**config.mk**
```make
export PLATFORM = sky130hd
export DESIGN_NAME = mono_bitmap_color_expander
export DESIGN_NICKNAME = d
export VERILOG_FILES = /design/src/hw/rtl/mbce_pkg.sv /design/src/hw/rtl/mbce_cfg_regs.sv /design/src/hw/rtl/mbce_front.sv /design/src/hw/rtl/mbce_job_fifo.sv /design/src/hw/rtl/mbce_back.sv /design/src/hw/rtl/mono_bitmap_color_expander.sv
export SDC_FILE = /design/constraint.sdc
export NUM_CORES = 1
export LEC_CHECK = 0
export ABC_AREA = 1
export BUFFER_PORTS_ARGS = -buffer_cell sky130_fd_sc_hd__buf_4
export CAP_MARGIN = 20
export CORE_AREA = 2 2 177 179
export CTS_BUF_LIST = sky130_fd_sc_hd__clkbuf_4 sky130_fd_sc_hd__clkbuf_8 sky130_fd_sc_hd__clkbuf_16
export DETAILED_ROUTE_END_ITERATION = 7
export DIE_AREA = 0 0 179 181
export PLACE_DENSITY = 0.67
export RECOVER_POWER = 25
export SLEW_MARGIN = 20
export SYNTH_ARGS = -nofsm -noshare
export SYNTH_HDL_FRONTEND = slang
export SYNTH_HIERARCHICAL = 1
export SYNTH_SLANG_ARGS = --single-unit
```
**constraint.sdc**
```tcl
create_clock -name i_clk -period 10.6 [get_ports i_clk]
set_input_delay 1.59 -clock i_clk [delete_from_list [all_inputs] [get_ports i_clk]]
set_output_delay 1.59 -clock i_clk [all_outputs]
set_load 0.05 [all_outputs]
```
**src/hw/rtl/mbce_pkg.sv**
```systemverilog
`timescale 1ns / 1ps
package mbce_pkg;

    // Field widths.
    localparam int COORD_BITS = 10;
    localparam int COLOR_BITS = 16;
    localparam int ADDR_BITS  = 20;
    localparam int BYTE_BITS  = 8;

    // Bit select within a page byte.
    localparam int SEL_BITS = 3;
    localparam logic [SEL_BITS-1:0] BIT_SEL_MASK = 3'h7;
    localparam int PAGE_BITS = COORD_BITS + 1 - SEL_BITS;

    // Address arithmetic widths.
    localparam int PROD_BITS = COORD_BITS + PAGE_BITS;
    localparam int SUM_BITS  = (PROD_BITS + 2 > ADDR_BITS) ? PROD_BITS + 2 : ADDR_BITS;

    // Configuration port.
    localparam int CFG_INDEX_BITS = 3;
    localparam int CFG_DATA_BITS  = (COLOR_BITS > COORD_BITS) ? COLOR_BITS : COORD_BITS;

    // Queue depths.
    localparam int JOB_DEPTH      = 2;
    localparam int JOB_PTR_BITS   = (JOB_DEPTH > 1) ? $clog2(JOB_DEPTH) : 1;
    localparam int JOB_COUNT_BITS = $clog2(JOB_DEPTH + 1);
    localparam int RES_DEPTH      = 2;
    localparam int RES_PTR_BITS   = (RES_DEPTH > 1) ? $clog2(RES_DEPTH) : 1;
    localparam int RES_COUNT_BITS = $clog2(RES_DEPTH + 1);

    // Input commands.
    localparam logic CMD_START = 1'b0;
    localparam logic CMD_PIXEL = 1'b1;

    // Register indexes.
    typedef enum logic [CFG_INDEX_BITS-1:0] {
        CFG_IMAGE_WIDTH   = 3'd0,
        CFG_X_OFFSET      = 3'd1,
        CFG_Y_OFFSET      = 3'd2,
        CFG_WINDOW_WIDTH  = 3'd3,
        CFG_WINDOW_HEIGHT = 3'd4,
        CFG_FG_COLOR      = 3'd5,
        CFG_BG_COLOR      = 3'd6
    } t_cfg_index;

    typedef struct packed {
        logic [COORD_BITS-1:0] image_width;
        logic [COORD_BITS-1:0] x_offset;
        logic [COORD_BITS-1:0] y_offset;
        logic [COORD_BITS-1:0] window_width;
        logic [COORD_BITS-1:0] window_height;
        logic [COLOR_BITS-1:0] fg_color;
        logic [COLOR_BITS-1:0] bg_color;
    } t_cfg;

    // Classified item handed from the front end to the back end.
    typedef struct packed {
        logic                  has_pixel;
        logic                  pixel_bit;
        logic                  fetch_valid;
        logic                  last_pixel;
        logic [COORD_BITS-1:0] col;
        logic [COORD_BITS-1:0] row;
    } t_job;

    typedef struct packed {
        logic                  has_pixel;
        logic [COLOR_BITS-1:0] pixel_color;
        logic [ADDR_BITS-1:0]  fetch_address;
        logic                  last_pixel;
    } t_result;

endpackage

```
**src/hw/rtl/mbce_cfg_regs.sv**
```systemverilog
`timescale 1ns / 1ps
module mbce_cfg_regs (
    input  logic                                i_clk,
    input  logic                                i_rst_n,
    input  logic                                i_cfg_valid,
    output logic                                o_cfg_ready,
    input  logic [mbce_pkg::CFG_INDEX_BITS-1:0] i_cfg_index,
    input  logic [mbce_pkg::CFG_DATA_BITS-1:0]  i_cfg_data,
    output mbce_pkg::t_cfg                      o_cfg
);
    import mbce_pkg::*;

    t_cfg r_cfg;
    t_cfg n_cfg;

    // The register file takes a write in every cycle.
    assign o_cfg_ready = 1'b1;

    // Decode the register index; unused indexes are ignored.
    always_comb begin
        n_cfg = r_cfg;
        if (i_cfg_valid) begin
            unique case (t_cfg_index'(i_cfg_index))
                CFG_IMAGE_WIDTH:   n_cfg.image_width   = i_cfg_data[COORD_BITS-1:0];
                CFG_X_OFFSET:      n_cfg.x_offset      = i_cfg_data[COORD_BITS-1:0];
                CFG_Y_OFFSET:      n_cfg.y_offset      = i_cfg_data[COORD_BITS-1:0];
                CFG_WINDOW_WIDTH:  n_cfg.window_width  = i_cfg_data[COORD_BITS-1:0];
                CFG_WINDOW_HEIGHT: n_cfg.window_height = i_cfg_data[COORD_BITS-1:0];
                CFG_FG_COLOR:      n_cfg.fg_color      = i_cfg_data[COLOR_BITS-1:0];
                CFG_BG_COLOR:      n_cfg.bg_color      = i_cfg_data[COLOR_BITS-1:0];
                default:           n_cfg = r_cfg;
            endcase
        end
    end

    always_ff @(posedge i_clk) begin
        if (!i_rst_n) begin
            r_cfg.image_width   <= '0;
            r_cfg.x_offset      <= '0;
            r_cfg.y_offset      <= '0;
            r_cfg.window_width  <= '0;
            r_cfg.window_height <= '0;
            r_cfg.fg_color      <= '1;
            r_cfg.bg_color      <= '0;
        end else begin
            r_cfg <= n_cfg;
        end
    end

    assign o_cfg = r_cfg;

endmodule

```
**src/hw/rtl/mbce_front.sv**
```systemverilog
`timescale 1ns / 1ps
module mbce_front (
    input  logic                           i_clk,
    input  logic                           i_rst_n,
    input  logic                           i_accept,
    input  logic                           i_command,
    input  logic [mbce_pkg::BYTE_BITS-1:0] i_source_byte,
    input  mbce_pkg::t_cfg                 i_cfg,
    output mbce_pkg::t_job                 o_job
);
    import mbce_pkg::*;

    logic [COORD_BITS-1:0] r_col;
    logic [COORD_BITS-1:0] r_row;
    logic                  r_active;
    logic [COORD_BITS-1:0] n_col;
    logic [COORD_BITS-1:0] n_row;
    logic                  n_active;
    logic [COORD_BITS-1:0] row_inc;
    logic [COORD_BITS-1:0] col_inc;
    logic [SEL_BITS-1:0]   bit_sel;
    logic                  row_wrap;
    logic                  col_wrap;

    // Walk the window column by column, one row per pixel transfer.
    always_comb begin
        bit_sel  = SEL_BITS'(r_row + i_cfg.y_offset) & BIT_SEL_MASK;
        row_inc  = r_row + 1'b1;
        col_inc  = r_col + 1'b1;
        row_wrap = (row_inc == '0) || (row_inc >= i_cfg.window_height);
        col_wrap = (col_inc == '0) || (col_inc >= i_cfg.window_width);

        n_col    = r_col;
        n_row    = r_row;
        n_active = r_active;
        o_job    = '0;

        if (i_command == CMD_START) begin
            n_col = '0;
            n_row = '0;
            if ((i_cfg.window_width == '0) || (i_cfg.window_height == '0)) begin
                // An empty window finishes right away.
                n_active         = 1'b0;
                o_job.last_pixel = 1'b1;
            end else begin
                n_active          = 1'b1;
                o_job.fetch_valid = 1'b1;
            end
        end else if (r_active) begin
            o_job.has_pixel = 1'b1;
            o_job.pixel_bit = i_source_byte[bit_sel];
            if (row_wrap) begin
                n_row = '0;
                if (col_wrap) begin
                    n_col            = '0;
                    n_active         = 1'b0;
                    o_job.last_pixel = 1'b1;
                end else begin
                    n_col = col_inc;
                end
            end else begin
                n_row = row_inc;
            end
            o_job.fetch_valid = n_active;
        end
        o_job.col = n_col;
        o_job.row = n_row;
    end

    always_ff @(posedge i_clk) begin
        if (!i_rst_n) begin
            r_col    <= '0;
            r_row    <= '0;
            r_active <= 1'b0;
        end else if (i_accept) begin
            r_col    <= n_col;
            r_row    <= n_row;
            r_active <= n_active;
        end
    end

endmodule

```
**src/hw/rtl/mbce_job_fifo.sv**
```systemverilog
`timescale 1ns / 1ps
module mbce_job_fifo (
    input  logic           i_clk,
    input  logic           i_rst_n,
    input  logic           i_wr,
    input  mbce_pkg::t_job i_job,
    output logic           o_full,
    input  logic           i_rd,
    output logic           o_valid,
    output mbce_pkg::t_job o_job
);
    import mbce_pkg::*;

    t_job                      r_mem [JOB_DEPTH];
    logic [JOB_PTR_BITS-1:0]   r_wr_ptr;
    logic [JOB_PTR_BITS-1:0]   r_rd_ptr;
    logic [JOB_COUNT_BITS-1:0] r_count;
    logic                      do_wr;
    logic                      do_rd;

    assign do_wr   = i_wr && !o_full;
    assign do_rd   = i_rd && o_valid;
    assign o_full  = (r_count == JOB_COUNT_BITS'(JOB_DEPTH));
    assign o_valid = (r_count != '0);
    assign o_job   = r_mem[r_rd_ptr];

    // Storage.
    always_ff @(posedge i_clk) begin
        if (do_wr) begin
            r_mem[r_wr_ptr] <= i_job;
        end
    end

    // Pointers and fill level.
    always_ff @(posedge i_clk) begin
        if (!i_rst_n) begin
            r_wr_ptr <= '0;
            r_rd_ptr <= '0;
            r_count  <= '0;
        end else begin
            if (do_wr) begin
                r_wr_ptr <= (r_wr_ptr == JOB_PTR_BITS'(JOB_DEPTH - 1)) ? '0 : r_wr_ptr + 1'b1;
            end
            if (do_rd) begin
                r_rd_ptr <= (r_rd_ptr == JOB_PTR_BITS'(JOB_DEPTH - 1)) ? '0 : r_rd_ptr + 1'b1;
            end
            if (do_wr && !do_rd) begin
                r_count <= r_count + 1'b1;
            end else if (do_rd && !do_wr) begin
                r_count <= r_count - 1'b1;
            end
        end
    end

endmodule

```
**src/hw/rtl/mbce_back.sv**
```systemverilog
`timescale 1ns / 1ps
module mbce_back (
    input  logic                            i_clk,
    input  logic                            i_rst_n,
    input  mbce_pkg::t_cfg                  i_cfg,
    input  logic                            i_job_valid,
    input  mbce_pkg::t_job                  i_job,
    output logic                            o_job_take,
    input  logic                            i_pop,
    output logic                            o_empty,
    output mbce_pkg::t_result               o_result
);
    import mbce_pkg::*;

    t_result                   r_mem [RES_DEPTH];
    logic [RES_PTR_BITS-1:0]   r_wr_ptr;
    logic [RES_PTR_BITS-1:0]   r_rd_ptr;
    logic [RES_COUNT_BITS-1:0] r_count;
    logic                      do_rd;
    logic [COORD_BITS:0]       row_sum;
    logic [PAGE_BITS-1:0]      page;
    logic [PROD_BITS-1:0]      product;
    logic [SUM_BITS-1:0]       addr_sum;
    t_result                   result;

    // Color pick and source address of the next pixel.
    always_comb begin
        row_sum  = (COORD_BITS + 1)'(i_job.row) + (COORD_BITS + 1)'(i_cfg.y_offset);
        page     = row_sum[COORD_BITS:SEL_BITS];
        product  = PROD_BITS'(i_cfg.image_width) * PROD_BITS'(page);
        addr_sum = SUM_BITS'(product) + SUM_BITS'(i_job.col) + SUM_BITS'(i_cfg.x_offset);

        result.has_pixel     = i_job.has_pixel;
        result.last_pixel    = i_job.last_pixel;
        result.pixel_color   = '0;
        result.fetch_address = '0;
        if (i_job.has_pixel) begin
            result.pixel_color = i_job.pixel_bit ? i_cfg.fg_color : i_cfg.bg_color;
        end
        if (i_job.fetch_valid) begin
            result.fetch_address = addr_sum[ADDR_BITS-1:0];
        end
    end

    assign o_job_take = i_job_valid && (r_count != RES_COUNT_BITS'(RES_DEPTH));
    assign o_empty    = (r_count == '0);
    assign do_rd      = i_pop && !o_empty;
    assign o_result   = r_mem[r_rd_ptr];

    // Result queue storage.
    always_ff @(posedge i_clk) begin
        if (o_job_take) begin
            r_mem[r_wr_ptr] <= result;
        end
    end

    // Result queue pointers and fill level.
    always_ff @(posedge i_clk) begin
        if (!i_rst_n) begin
            r_wr_ptr <= '0;
            r_rd_ptr <= '0;
            r_count  <= '0;
        end else begin
            if (o_job_take) begin
                r_wr_ptr <= (r_wr_ptr == RES_PTR_BITS'(RES_DEPTH - 1)) ? '0 : r_wr_ptr + 1'b1;
            end
            if (do_rd) begin
                r_rd_ptr <= (r_rd_ptr == RES_PTR_BITS'(RES_DEPTH - 1)) ? '0 : r_rd_ptr + 1'b1;
            end
            if (o_job_take && !do_rd) begin
                r_count <= r_count + 1'b1;
            end else if (do_rd && !o_job_take) begin
                r_count <= r_count - 1'b1;
            end
        end
    end

endmodule

```
**src/hw/rtl/mono_bitmap_color_expander.sv**
```systemverilog
`timescale 1ns / 1ps
// Each item passes through the job queue and then the result queue, both registered, and
// a full result queue stalls the job queue until the receiver pops a result.
// Throughput: 1 item per cycle while the result queue has room, set by the two-entry job
// queue and two-entry result queue, each of which drains one entry per cycle when not stalled.
// Reset (i_rst_n low at a clock edge) empties both queues, idles the draw counters and
// restores the registers to their defaults (colors: foreground all ones, background 0).
module mono_bitmap_color_expander (
    input  logic                                i_clk,
    input  logic                                i_rst_n,
    input  logic                                push,
    output logic                                full,
    input  logic                                i_command,
    input  logic [mbce_pkg::BYTE_BITS-1:0]      i_source_byte,
    output logic                                empty,
    input  logic                                pop,
    output logic                                o_has_pixel,
    output logic [mbce_pkg::COLOR_BITS-1:0]     o_pixel_color,
    output logic [mbce_pkg::ADDR_BITS-1:0]      o_fetch_address,
    output logic                                o_last_pixel,
    input  logic                                i_cfg_valid,
    output logic                                o_cfg_ready,
    input  logic [mbce_pkg::CFG_INDEX_BITS-1:0] i_cfg_index,
    input  logic [mbce_pkg::CFG_DATA_BITS-1:0]  i_cfg_data
);
    import mbce_pkg::*;

    t_cfg    cfg;
    t_job    front_job;
    t_job    queued_job;
    t_result result;
    logic    accept;
    logic    job_valid;
    logic    job_take;

    assign accept = push && !full;

    // Register file.
    mbce_cfg_regs u_cfg_regs (
        .i_clk       (i_clk),
        .i_rst_n     (i_rst_n),
        .i_cfg_valid (i_cfg_valid),
        .o_cfg_ready (o_cfg_ready),
        .i_cfg_index (i_cfg_index),
        .i_cfg_data  (i_cfg_data),
        .o_cfg       (cfg)
    );

    // Front end: window walk and pixel bit selection.
    mbce_front u_front (
        .i_clk         (i_clk),
        .i_rst_n       (i_rst_n),
        .i_accept      (accept),
        .i_command     (i_command),
        .i_source_byte (i_source_byte),
        .i_cfg         (cfg),
        .o_job         (front_job)
    );

    // Queue between the two halves.
    mbce_job_fifo u_job_fifo (
        .i_clk   (i_clk),
        .i_rst_n (i_rst_n),
        .i_wr    (accept),
        .i_job   (front_job),
        .o_full  (full),
        .i_rd    (job_take),
        .o_valid (job_valid),
        .o_job   (queued_job)
    );

    // Back end: color and fetch address, then the result queue.
    mbce_back u_back (
        .i_clk       (i_clk),
        .i_rst_n     (i_rst_n),
        .i_cfg       (cfg),
        .i_job_valid (job_valid),
        .i_job       (queued_job),
        .o_job_take  (job_take),
        .i_pop       (pop),
        .o_empty     (empty),
        .o_result    (result)
    );

    assign o_has_pixel     = result.has_pixel;
    assign o_pixel_color   = result.pixel_color;
    assign o_fetch_address = result.fetch_address;
    assign o_last_pixel    = result.last_pixel;

endmodule

```
==> results.toml, run 1 <==
[route]
detail_route.wl_per_cell_um = 15.87
drt_pass1_iterations = 5
detailedRoute.firstIterationViolations = 785
drt.antenna.violating_nets = 0
avgViaCountPerCell = 5.221
detailroute.via_count = 11900
detail_route.drc_violations = 0
finalWirelength_mm = 36.18

[sta]
hold-worst-slack_ns = 0.4585
tightest_slew_ns = 2.360
setup_repair_after_global_routing_missed_its_margin = "no"
min_period_over_period_pct = 70.73
final_critical_path_setup_slack_ns = 3.103
timing.final.crit_period_ns = 7.497
hold_viol = 0
timing_max_transition_violations_final = 103
setup_tns_ns = 0
final-setup-viol-count = 0
max_clock_freq_mhz = 133.4
fin_skew_ns = 0.02962
slew_headroom_pct = -57.30

[clocking]
cts_setup_buffers = 0
clk_pin_slew_ns = 0.06
clock_tree_from_tritoncts = "yes"
cts-hold-fix-buffers = 0
clock_network_latency_to_the_later_pin_of_the_worst_skew_pair_ns = 0.55
htreeDepth = 1
clkSinkCount = 237
cts_buffer_depth = 3
cts-buffers-inserted = 27
post_cts_resize_count = 0
ctsRootBufferMaster = "sky130_fd_sc_hd__clkbuf_16"

[finish]
multi_input_comb_area_um2 = 7730
ff_latch_area_um2 = 5987
final.fill_count = 2828
finalNetCount = 2053
mostFrequentLayoutCells = "315 x sky130_fd_sc_hd__nand2_1, 291 x sky130_fd_sc_hd__inv_1, 265 x sky130_fd_sc_hd__nor2_1"
fin_util_pct = 55.80
layout_cells_sized_above_1_pct = 12.79
layout_stage_area_growth_over_the_synthesis_result_pct = 12.07
num_antenna_cells = 0
most_common_cell_after_layout_fill_and_taps_aside = "sky130_fd_sc_hd__nand2_1"

[synth]
synth_seq_cells = 237
postSynthCellCount = 1806
synth_cell_type_count = 47
ys_top_cells_by_area = "sky130_fd_sc_hd__edfxtp_1 25%, sky130_fd_sc_hd__dfxtp_1 15%, sky130_fd_sc_hd__fa_1 8.9%, sky130_fd_sc_hd__nand2_1 7.8%, sky130_fd_sc_hd__ha_1 7.5%"
mappedNetlistNets = 1996
synth_edf_count = 124
async_flop_share_pct = 0
post-synth-top-area-fraction_pct = 24.64
post_synth.cell_area_avg_um2 = 8.368
yosysSeqAreaShare_pct = 39.61
yosys_top_cell_by_area = "sky130_fd_sc_hd__edfxtp_1"
synth.yosys.warnings = 6
dominantRegCellSynth = "sky130_fd_sc_hd__edfxtp_1"
synthesis.area_um2 = 15110

[setup_path]
timing.critical_path.to_type = "register"
critical-path-max-stage-delay_ns = 1.26
worstPathBufferInverterCount = 7
critPathRequiredTime_ns = 10.87
critPathSlowestCell = "sky130_fd_sc_hd__clkbuf_1"
worstPathArrival_ns = 7.77
rrSetupSlack_ns = 3.10
ff_to_ff_end = "u_back/r_mem[1][19]"
reg2regPathDepth = 30
critPathLaunchType = "register"
cp_common_cell = "sky130_fd_sc_hd__nand2_1"
worstSetupPathType = "register to register"
crit_path_max_fanout = 24
crit_family = "adder cells"

[hold_path]
hold_path_startpoint = "u_cfg_regs/o_cfg[27]"
worstHoldEndpoint = "u_cfg_regs/o_cfg[27]"
min-delay-path-class = "register to register"
holdPathStages = 2

[power]
sum_of_internal_switching_and_leakage_power_w = 0.004009
worst_ir_drop_vdd_mv = 0.1802
p_leak_nw = 7.924
power.density_cell_area_nw_per_um2 = 236.7

[run_status]
status = "finished with violations"
failing_checks = "max-capacitance violations, max-slew violations"

[placed_design]
pre_cts_ws_ns = 4.120
portBuffers = 72
place.gp.congestion = 0.8850
dp.final_hpwl_mm = 26.84

[global_routing]
maximum_number_of_pins_on_one_net_before_global_route_repair = 112
gr-total-overflow = 0
globalRouteTotalUtil_pct = 22.69
number_of_antenna_violations_at_the_first_check_in_global_routing = 0
grt_pass1_vias = 11540
grt_first_pass_wirelength_mm = 58.62

[floorplan]
die-area_um2 = 32400
die_height_um = 181
floorplan.initialDensity_pct = 49.79
floorplan.die.width_um = 179
fp.coreArea_um2 = 30350
floorplan.rows = 64
io_pins = 74

[flow_run]
cap_viol_max_count = 3
[worst reg2reg max path: cells and delay by family (launching register included)]
kind	cells	cell delay, ns
DFF	1	0.30
and+or+nand+nor	13	1.31
buffers and inverters	7	1.59
AOI/OAI and AO/OA	2	0.37
muxes	1	0.46
adders and majority gates	7	3.18
[cell usage after synthesis, types with 2 or more instances]
master	n
sky130_fd_sc_hd__nand2_4	2
sky130_fd_sc_hd__o21bai_1	3
sky130_fd_sc_hd__nand2_2	13
sky130_fd_sc_hd__xor2_1	2
sky130_fd_sc_hd__nand3b_1	4
sky130_fd_sc_hd__nand3_1	168
sky130_fd_sc_hd__o21ai_1	2
sky130_fd_sc_hd__buf_12	2
sky130_fd_sc_hd__o21ai_0	82
sky130_fd_sc_hd__a21oi_1	75
sky130_fd_sc_hd__nand3_2	6
sky130_fd_sc_hd__nor2_1	270
sky130_fd_sc_hd__nand2_1	315
sky130_fd_sc_hd__fa_1	67
sky130_fd_sc_hd__inv_2	5
sky130_fd_sc_hd__o21ai_2	2
sky130_fd_sc_hd__nor2_4	2
sky130_fd_sc_hd__nor2_2	10
sky130_fd_sc_hd__a21oi_2	5
sky130_fd_sc_hd__ha_1	90
sky130_fd_sc_hd__buf_6	2
sky130_fd_sc_hd__buf_2	16
sky130_fd_sc_hd__buf_4	7
sky130_fd_sc_hd__or2_2	2
sky130_fd_sc_hd__clkinv_1	2
sky130_fd_sc_hd__o21a_1	4
sky130_fd_sc_hd__nor3_1	5
sky130_fd_sc_hd__buf_1	9
sky130_fd_sc_hd__inv_1	290
sky130_fd_sc_hd__nand4_1	12
sky130_fd_sc_hd__clkbuf_1	17
sky130_fd_sc_hd__mux2_2	42
sky130_fd_sc_hd__nor4_1	5
sky130_fd_sc_hd__dfxtp_1	113
sky130_fd_sc_hd__edfxtp_1	124
sky130_fd_sc_hd__mux2_4	20
[kinds of logic (layout without fill, tap and decap cells)]
group                    Yosys count  after routing  synth area share, %
flip-flops                       237            237                39.61
multiplexers                      62             62                5.117
other                              1              1              0.02481
adder cells (fa/ha/maj)          157            157                16.33
buffers and inverters            350            428                9.314
AND/OR/NAND/NOR                  817            817                23.05
AO/OA/AOI/OAI                    179            179                6.384
XOR/XNOR                           3              3               0.1739
[report_power, final]
group          leakage (nW)  internal, W  total, W  switching [W]
registers              2.10      0.00124   0.00133      0.0000928
clock network         0.506     0.000636   0.00103       0.000393
logic                  5.32     0.000529   0.00165        0.00112
[flip-flops by register name, summed over array words and instances (netlist names), named ones only]
| register | count |
|---|---|
| u_back/r_count | 2 |
| u_back/r_mem | 76 |
| u_back/r_rd_ptr | 1 |
| u_back/r_wr_ptr | 1 |
| u_cfg_regs/o_cfg | 82 |
| u_front/r_active | 1 |
| u_front/r_col | 10 |
| u_front/r_row | 10 |
| u_job_fifo/r_count | 2 |
| u_job_fifo/r_mem | 48 |
| u_job_fifo/r_rd_ptr | 1 |
| u_job_fifo/r_wr_ptr | 1 |
[stage by stage]
step | cells | cell area [um^2]
finish | 2280 | 16940
global route | 2280 | 16940
CTS | 2279 | 16950
detailed placement | 2229 | 15940
global placement | 2229 | 15940
floorplan | 1806 | 15110
[worst max-delay path by stage]
stage / from / end / slack, ns / cells after the start
floorplan: register / u_back/r_mem[0][19] / 4.70 / 28
global placement: register / u_back/r_mem[0][19] / 4.18 / 30
detailed placement: register / u_back/r_mem[1][19] / 4.12 / 26
CTS: register / u_back/r_mem[1][19] / 4.07 / 30
global route: register / u_back/r_mem[1][18] / 2.57 / 30
finish: register / u_back/r_mem[1][19] / 3.10 / 30
[metal layers]
| metal | up-vias | track usage (%) | wire [um] |
|---|---|---|---|
| li1 | 5924 | - | - |
| met1 | 5657 | 29.63 | 15770 |
| met2 | 266 | 39.74 | 18060 |
| met3 | 56 | 2.483 | 1521 |
| met4 | 0 | 6.016 | 828 |
| met5 | - | 0 | 0 |
[layout make-up]
| class | instances | area share (%) |
|---|---|---|
| inverter | 297 | 6.582 |
| multi-input combinational | 1219 | 45.64 |
| clock inverter | 17 | 1.278 |
| tap | 396 | 2.926 |
| sequential | 237 | 35.35 |
| timing repair buffer | 81 | 3.546 |
| clock buffer | 33 | 4.676 |
Note: power is estimated with default switching activity, not from simulation.
==> inputs of run 2 (changes only) <==
--- a/config.mk
+++ b/config.mk
@@ -12,7 +12,7 @@
 export CTS_BUF_LIST = sky130_fd_sc_hd__clkbuf_4 sky130_fd_sc_hd__clkbuf_8 sky130_fd_sc_hd__clkbuf_16
 export DETAILED_ROUTE_END_ITERATION = 7
 export DIE_AREA = 0 0 179 181
-export PLACE_DENSITY = 0.67
+export PLACE_DENSITY = 0.69
 export RECOVER_POWER = 25
 export SLEW_MARGIN = 20
 export SYNTH_ARGS = -nofsm -noshare
==> constraint.sdc (replaced) <==
create_clock -name i_clk -period 6.43 [get_ports i_clk]
set_input_delay 0.9645 -clock i_clk [delete_from_list [all_inputs] [get_ports i_clk]]
set_output_delay 0.9645 -clock i_clk [all_outputs]
set_load 0.05 [all_outputs]
==> run 2 against run 1 <==
  * The flow still finishes with violations (max-capacitance violations, max-slew violations)
  * Critical path depth shrank 5
  * Non-clock buffer count grew 9
  * Wire length up 0.16%
  * Combinational power rose by 75%
  * Worst hold slack about the same
  * Clock power grew 48%
  * Final area rose by 0.62%
  * Via count fell by 0.38%
==> results.toml, run 2 (synthesis results as in run 1) <==
[sta]
fin_skew_ns = 0.02725
timing_max_transition_violations_final = 191
hold-worst-slack_ns = 0.4586
min_period_over_period_pct = 94.88
slew_headroom_pct = -219.5
max_clock_freq_mhz = 163.9
hold_viol = 0
final-setup-viol-count = 0
tightest_slew_ns = 4.793
setup_tns_ns = 0
timing.final.crit_period_ns = 6.101

[finish]
ff_latch_area_um2 = 5987
mostFrequentLayoutCells = "306 x sky130_fd_sc_hd__nand2_1, 293 x sky130_fd_sc_hd__inv_1, 266 x sky130_fd_sc_hd__nor2_1"
most_common_cell_after_layout_fill_and_taps_aside = "sky130_fd_sc_hd__nand2_1"
largest_register_ffs = 82
layout_cells_sized_above_1_pct = 13.75
finalNetCount = 2062
layout_stage_area_growth_over_the_synthesis_result_pct = 12.77
multi_input_comb_area_um2 = 7845
num_antenna_cells = 0
stdcell_count = 2287
final.fill_count = 2793

[setup_path]
crit_path_max_fanout = 12
reg2regPathDepth = 25
worstPathArrival_ns = 6.38
rrSetupSlack_ns = 0.33
critPathSlowestCell = "sky130_fd_sc_hd__fa_1"
critPathLaunchType = "register"
worstSetupPathType = "register to register"
crit_family = "adder cells"
worstPathBufferInverterCount = 6
timing.critical_path.to_type = "register"
critPathRequiredTime_ns = 6.71
critical-path-max-stage-delay_ns = 0.54
ff_to_ff_end = "u_back/r_mem[1][18]"

[floorplan]
floorplan.die.width_um = 179
die-area_um2 = 32400
fp.coreArea_um2 = 30350
io_pins = 74
floorplan.rows = 64
floorplan.initialDensity_pct = 49.79
die_height_um = 181

[placed_design]
dp.final_hpwl_mm = 27.07
place.gp.congestion = 0.9479
portBuffers = 72
dp.cells = 2231

[power]
worst_ir_drop_vdd_mv = 0.2630
power.density_cell_area_nw_per_um2 = 387.4
p_leak_nw = 7.920

[run_status]
status = "finished with violations"
failing_checks = "max-capacitance violations, max-slew violations"

[hold_path]
worstHoldEndpoint = "u_cfg_regs/o_cfg[28]"
hold_path_startpoint = "u_cfg_regs/o_cfg[28]"
min-delay-path-class = "register to register"
holdPathStages = 2

[global_routing]
gr-total-overflow = 0
globalRouteTotalUtil_pct = 22.47
grt_pass1_vias = 11340
grt_first_pass_wirelength_mm = 58.19
maximum_number_of_pins_on_one_net_before_global_route_repair = 112
number_of_antenna_violations_at_the_first_check_in_global_routing = 0

[route]
detailedRoute.firstIterationViolations = 1009
detail_route.wl_per_cell_um = 15.84
drt_pass1_iterations = 7
route.met3.wl_mm = 1.865
detailroute.via_count = 11860
detail_route.drc_violations = 0
drt.antenna.violating_nets = 0
highest-signal-layer = "met4"
avgViaCountPerCell = 5.185
dr_wl_met2_mm = 17.56
finalWirelength_mm = 36.24
met1_length_mm = 15.92

[clocking]
cts_buffer_depth = 3
clk_pin_slew_ns = 0.06
htreeDepth = 1
cts-hold-fix-buffers = 0
clock_tree_from_tritoncts = "yes"
clock_network_latency_to_the_later_pin_of_the_worst_skew_pair_ns = 0.55
ctsRootBufferMaster = "sky130_fd_sc_hd__clkbuf_16"
clkSinkCount = 237
cts-buffers-inserted = 27

[flow_run]
cap_viol_max_count = 4
==> run 2: timing repair <==
action	4_1_cts	5_1_grt
gates resized for setup	0	29
setup endpoints to repair	0	24
buffers inserted	0	8
==> run 2: per-stage QoR <==
step	area [um^2]	setup WS, ns	power [W]	util [%]
floorplan	15110	0.5302	0.004224	-
global placement	15950	0.2632	0.004909	52.56
detailed placement	16010	0.2162	0.005002	52.75
CTS	16900	0.1752	0.006534	55.68
global route	17040	-0.04628	0.007002	56.15
finish	17040	0.3295	0.006602	56.15
==> run 2: worst max path at each step <==
stage	start	to	slack (ns)	depth (start not counted)
detailed placement	register	u_back/r_mem[1][19]	0.22	26
global route	register	u_back/r_mem[0][18]	-0.05	31
CTS	register	u_back/r_mem[1][19]	0.18	26
global placement	register	u_back/r_mem[0][19]	0.26	26
finish	register	u_back/r_mem[1][18]	0.33	25
floorplan	register	u_back/r_mem[0][19]	0.53	28
==> run 2: power by group <==
group / internal [W] / total, W / switching (W) / leakage [nW]
Combinational: 0.000984 / 0.00289 / 0.00191 / 5.38
Clock: 0.000895 / 0.00152 / 0.000629 / 0.436
Sequential: 0.00203 / 0.00219 / 0.000152 / 2.10
==> run 2: layer usage <==
layer | vias to the layer above | global-route usage, %
met5 | - | 0
met4 | 0 | 5.951
met3 | 54 | 2.462
met2 | 324 | 37.65
met1 | 5539 | 30.87
li1 | 5941 | -
==> run 2: layout make-up <==
class	count	share of cell area, %
flip-flops and latches	237	35.13
well taps	396	2.907
inverters	297	6.542
clock inverters	21	1.256
repair buffers	90	4.163
multi-input cells	1219	46.04
clock buffers	27	3.965
==> run 2: worst min-delay path, cell delays in order (launching register included) <==
cell and delay [ns]:
sky130_fd_sc_hd__dfxtp_1 0.33, sky130_fd_sc_hd__nand2_1 0.05, sky130_fd_sc_hd__nand3_1 0.05
==> inputs of run 3 (changes only) <==
--- a/config.mk
+++ b/config.mk
@@ -8,10 +8,10 @@
 export ABC_AREA = 1
 export BUFFER_PORTS_ARGS = -buffer_cell sky130_fd_sc_hd__buf_4
 export CAP_MARGIN = 20
-export CORE_AREA = 2 2 177 179
+export CORE_AREA = 2 2 249 128
 export CTS_BUF_LIST = sky130_fd_sc_hd__clkbuf_4 sky130_fd_sc_hd__clkbuf_8 sky130_fd_sc_hd__clkbuf_16
 export DETAILED_ROUTE_END_ITERATION = 7
-export DIE_AREA = 0 0 179 181
+export DIE_AREA = 0 0 251 130
 export PLACE_DENSITY = 0.69
 export RECOVER_POWER = 25
 export SLEW_MARGIN = 20
==> run 3 against run 2 <==
  * Non-clock buffer count is 10 higher
  * Sequential cell count unchanged
  * First-iteration DRC count is 31% higher
  * Combinational power up 4%
  * Total power grew 0.14%
  * Register-to-register slack worse by 0.11 ns
  * The flow still finishes with violations (max-capacitance violations, max-slew violations)
  * Largest power group unchanged
==> results.toml, run 3 (synthesis results as in run 1) <==
[clocking]
cts_buffer_depth = 3
clk_pin_slew_ns = 0.07
clock_tree_from_tritoncts = "yes"
ctsRootBufferMaster = "sky130_fd_sc_hd__clkbuf_16"
clkSinkCount = 237
htreeDepth = 1
cts-buffers-inserted = 24
clock_network_latency_to_the_later_pin_of_the_worst_skew_pair_ns = 0.55

[setup_path]
timing.critical_path.to_type = "register"
crit_family = "adder cells"
crit_path_max_fanout = 11
worstPathBufferInverterCount = 6
worstSetupPathType = "register to register"
critical-path-max-stage-delay_ns = 0.53
worstPathArrival_ns = 6.52
critPathLaunchType = "register"
critPathRequiredTime_ns = 6.74
critPathSlowestCell = "sky130_fd_sc_hd__fa_1"

[finish]
layout_stage_area_growth_over_the_synthesis_result_pct = 13.16
multi_input_comb_area_um2 = 7918
final.fill_count = 2828
finalNetCount = 2069
most_common_cell_after_layout_fill_and_taps_aside = "sky130_fd_sc_hd__nand2_1"
mostFrequentLayoutCells = "306 x sky130_fd_sc_hd__nand2_1, 293 x sky130_fd_sc_hd__inv_1, 264 x sky130_fd_sc_hd__nor2_1"
ff_latch_area_um2 = 5988
num_antenna_cells = 0
largest_register_ffs = 82
layout_cells_sized_above_1_pct = 14.97

[global_routing]
maximum_number_of_pins_on_one_net_before_global_route_repair = 112
grt_first_pass_wirelength_mm = 62.08
number_of_antenna_violations_at_the_first_check_in_global_routing = 0
gr-total-overflow = 0
grt_pass1_vias = 11240
globalRouteTotalUtil_pct = 24.58

[sta]
tightest_slew_ns = 4.809
slew_headroom_pct = -220.6
final-setup-viol-count = 0
timing.final.crit_period_ns = 6.211
max_clock_freq_mhz = 161.0
hold_viol = 0
min_period_over_period_pct = 96.59
fin_skew_ns = 0.03007
timing_max_transition_violations_final = 153
setup_tns_ns = 0

[route]
route.met3.wl_mm = 4.199
detailedRoute.firstIterationViolations = 1321
drt.antenna.violating_nets = 0
drt_pass1_iterations = 5
detailroute.via_count = 12420
met1_length_mm = 20.55
detail_route.wl_per_cell_um = 17.45
highest-signal-layer = "met4"
finalWirelength_mm = 40.22
detail_route.drc_violations = 0
dr_wl_met2_mm = 14.84
avgViaCountPerCell = 5.389

[placed_design]
place.gp.congestion = 0.9520
dp.final_hpwl_mm = 30.14
portBuffers = 72

[power]
seq_power_share_pct = 32.9
switchingPower_w = 0.002783
intPower_w = 0.003829
worst_ir_drop_vdd_mv = 0.1961
sum_of_internal_switching_and_leakage_power_w = 0.006611
sw_frac_of_total_pct = 42.09
share_comb_of_total_power_pct = 45.7
share_of_power_burned_in_the_clock_network_pct = 21.4
p_leak_nw = 7.915
power.density_cell_area_nw_per_um2 = 386.6

[floorplan]
io_pins = 74
die_height_um = 130
floorplan.initialDensity_pct = 48.99
floorplan.die.width_um = 251
fp.coreArea_um2 = 30850
die-area_um2 = 32630
floorplan.rows = 46

[run_status]
status = "finished with violations"
failing_checks = "max-capacitance violations, max-slew violations"

[hold_path]
min-delay-path-class = "register to register"

[flow_run]
cap_viol_max_count = 4
[run 3: stage by stage]
step / util [%] / cells / instance area, um^2 / hold WS, ns / worst slack (ns)
global placement: 52.07 / 2254 / 16060 / 0.4384 / 0.1900
finish: 55.43 / 2305 / 17100 / 0.4617 / 0.2194
floorplan: - / 1806 / 15110 / 0.4296 / 0.5302
detailed placement: 52.22 / 2256 / 16110 / 0.4432 / 0.09527
global route: 55.43 / 2305 / 17100 / 0.4769 / -0.01112
CTS: 54.80 / 2300 / 16910 / 0.4607 / 0.09721
[run 3: worst paths after layout]
path	startpoint	to	slack, ns	cells after the start
max	register	u_back/r_mem[1][20]	0.22	27
min	u_cfg_regs/o_cfg[16]	u_cfg_regs/o_cfg[16]	0.46	2
max reg2reg	register	u_back/r_mem[1][20]	0.22	27
min reg2reg	u_cfg_regs/o_cfg[16]	u_cfg_regs/o_cfg[16]	0.46	2
[run 3: routing by layer]
metal | vias to the layer above | global-route usage (%)
met5 | - | 0
met2 | 520 | 31.94
met1 | 5921 | 40.51
met3 | 42 | 5.506
met4 | 0 | 4.692
li1 | 5938 | -
[run 3: layout make-up]
type | count | share of cell area [%]
multi-input combinational | 1219 | 46.30
tap | 408 | 2.985
clock buffer | 31 | 4.061
timing repair buffer | 100 | 4.522
clock inverter | 13 | 0.5927
sequential | 237 | 35.02
inverter | 297 | 6.519
[run 3: what timing repair did]
action	4_1_cts	5_1_grt
setup endpoints to repair	0	26
hold buffers	0	0
gates resized for setup	0	48
setup buffers	0	5
[run 3: worst reg2reg max path: stages, from the launching register on]
cell and delay, ns:
sky130_fd_sc_hd__dfxtp_2 0.34, sky130_fd_sc_hd__buf_12 0.14, sky130_fd_sc_hd__mux2_2 0.34, sky130_fd_sc_hd__ha_1 0.27, sky130_fd_sc_hd__inv_1 0.06, sky130_fd_sc_hd__o21bai_2 0.18, sky130_fd_sc_hd__nand3_1 0.11, sky130_fd_sc_hd__nand2_2 0.15
sky130_fd_sc_hd__nand2_1 0.09, sky130_fd_sc_hd__nand2_1 0.08, sky130_fd_sc_hd__nand2_2 0.09, sky130_fd_sc_hd__nand2_2 0.09, sky130_fd_sc_hd__buf_4 0.16, sky130_fd_sc_hd__nor2_1 0.06, sky130_fd_sc_hd__fa_1 0.47, sky130_fd_sc_hd__inv_1 0.05
sky130_fd_sc_hd__fa_1 0.53, sky130_fd_sc_hd__inv_1 0.06, sky130_fd_sc_hd__fa_1 0.51, sky130_fd_sc_hd__fa_1 0.43, sky130_fd_sc_hd__ha_1 0.31, sky130_fd_sc_hd__ha_1 0.37, sky130_fd_sc_hd__a21oi_1 0.20, sky130_fd_sc_hd__o21ai_0 0.19
sky130_fd_sc_hd__a21oi_1 0.40, sky130_fd_sc_hd__nand3_1 0.16, sky130_fd_sc_hd__nand2_1 0.10, sky130_fd_sc_hd__inv_1 0.05
[run 3: power groups by stage]
stage	clock network, W	logic [W]	registers [W]
finish	0.00142	0.00302	0.00217
global route	0.00150	0.00326	0.00221
CTS	0.00144	0.00288	0.00218
detailed placement	0	0.00286	0.00221
global placement	0	0.00279	0.00220
floorplan	0	0.00207	0.00215
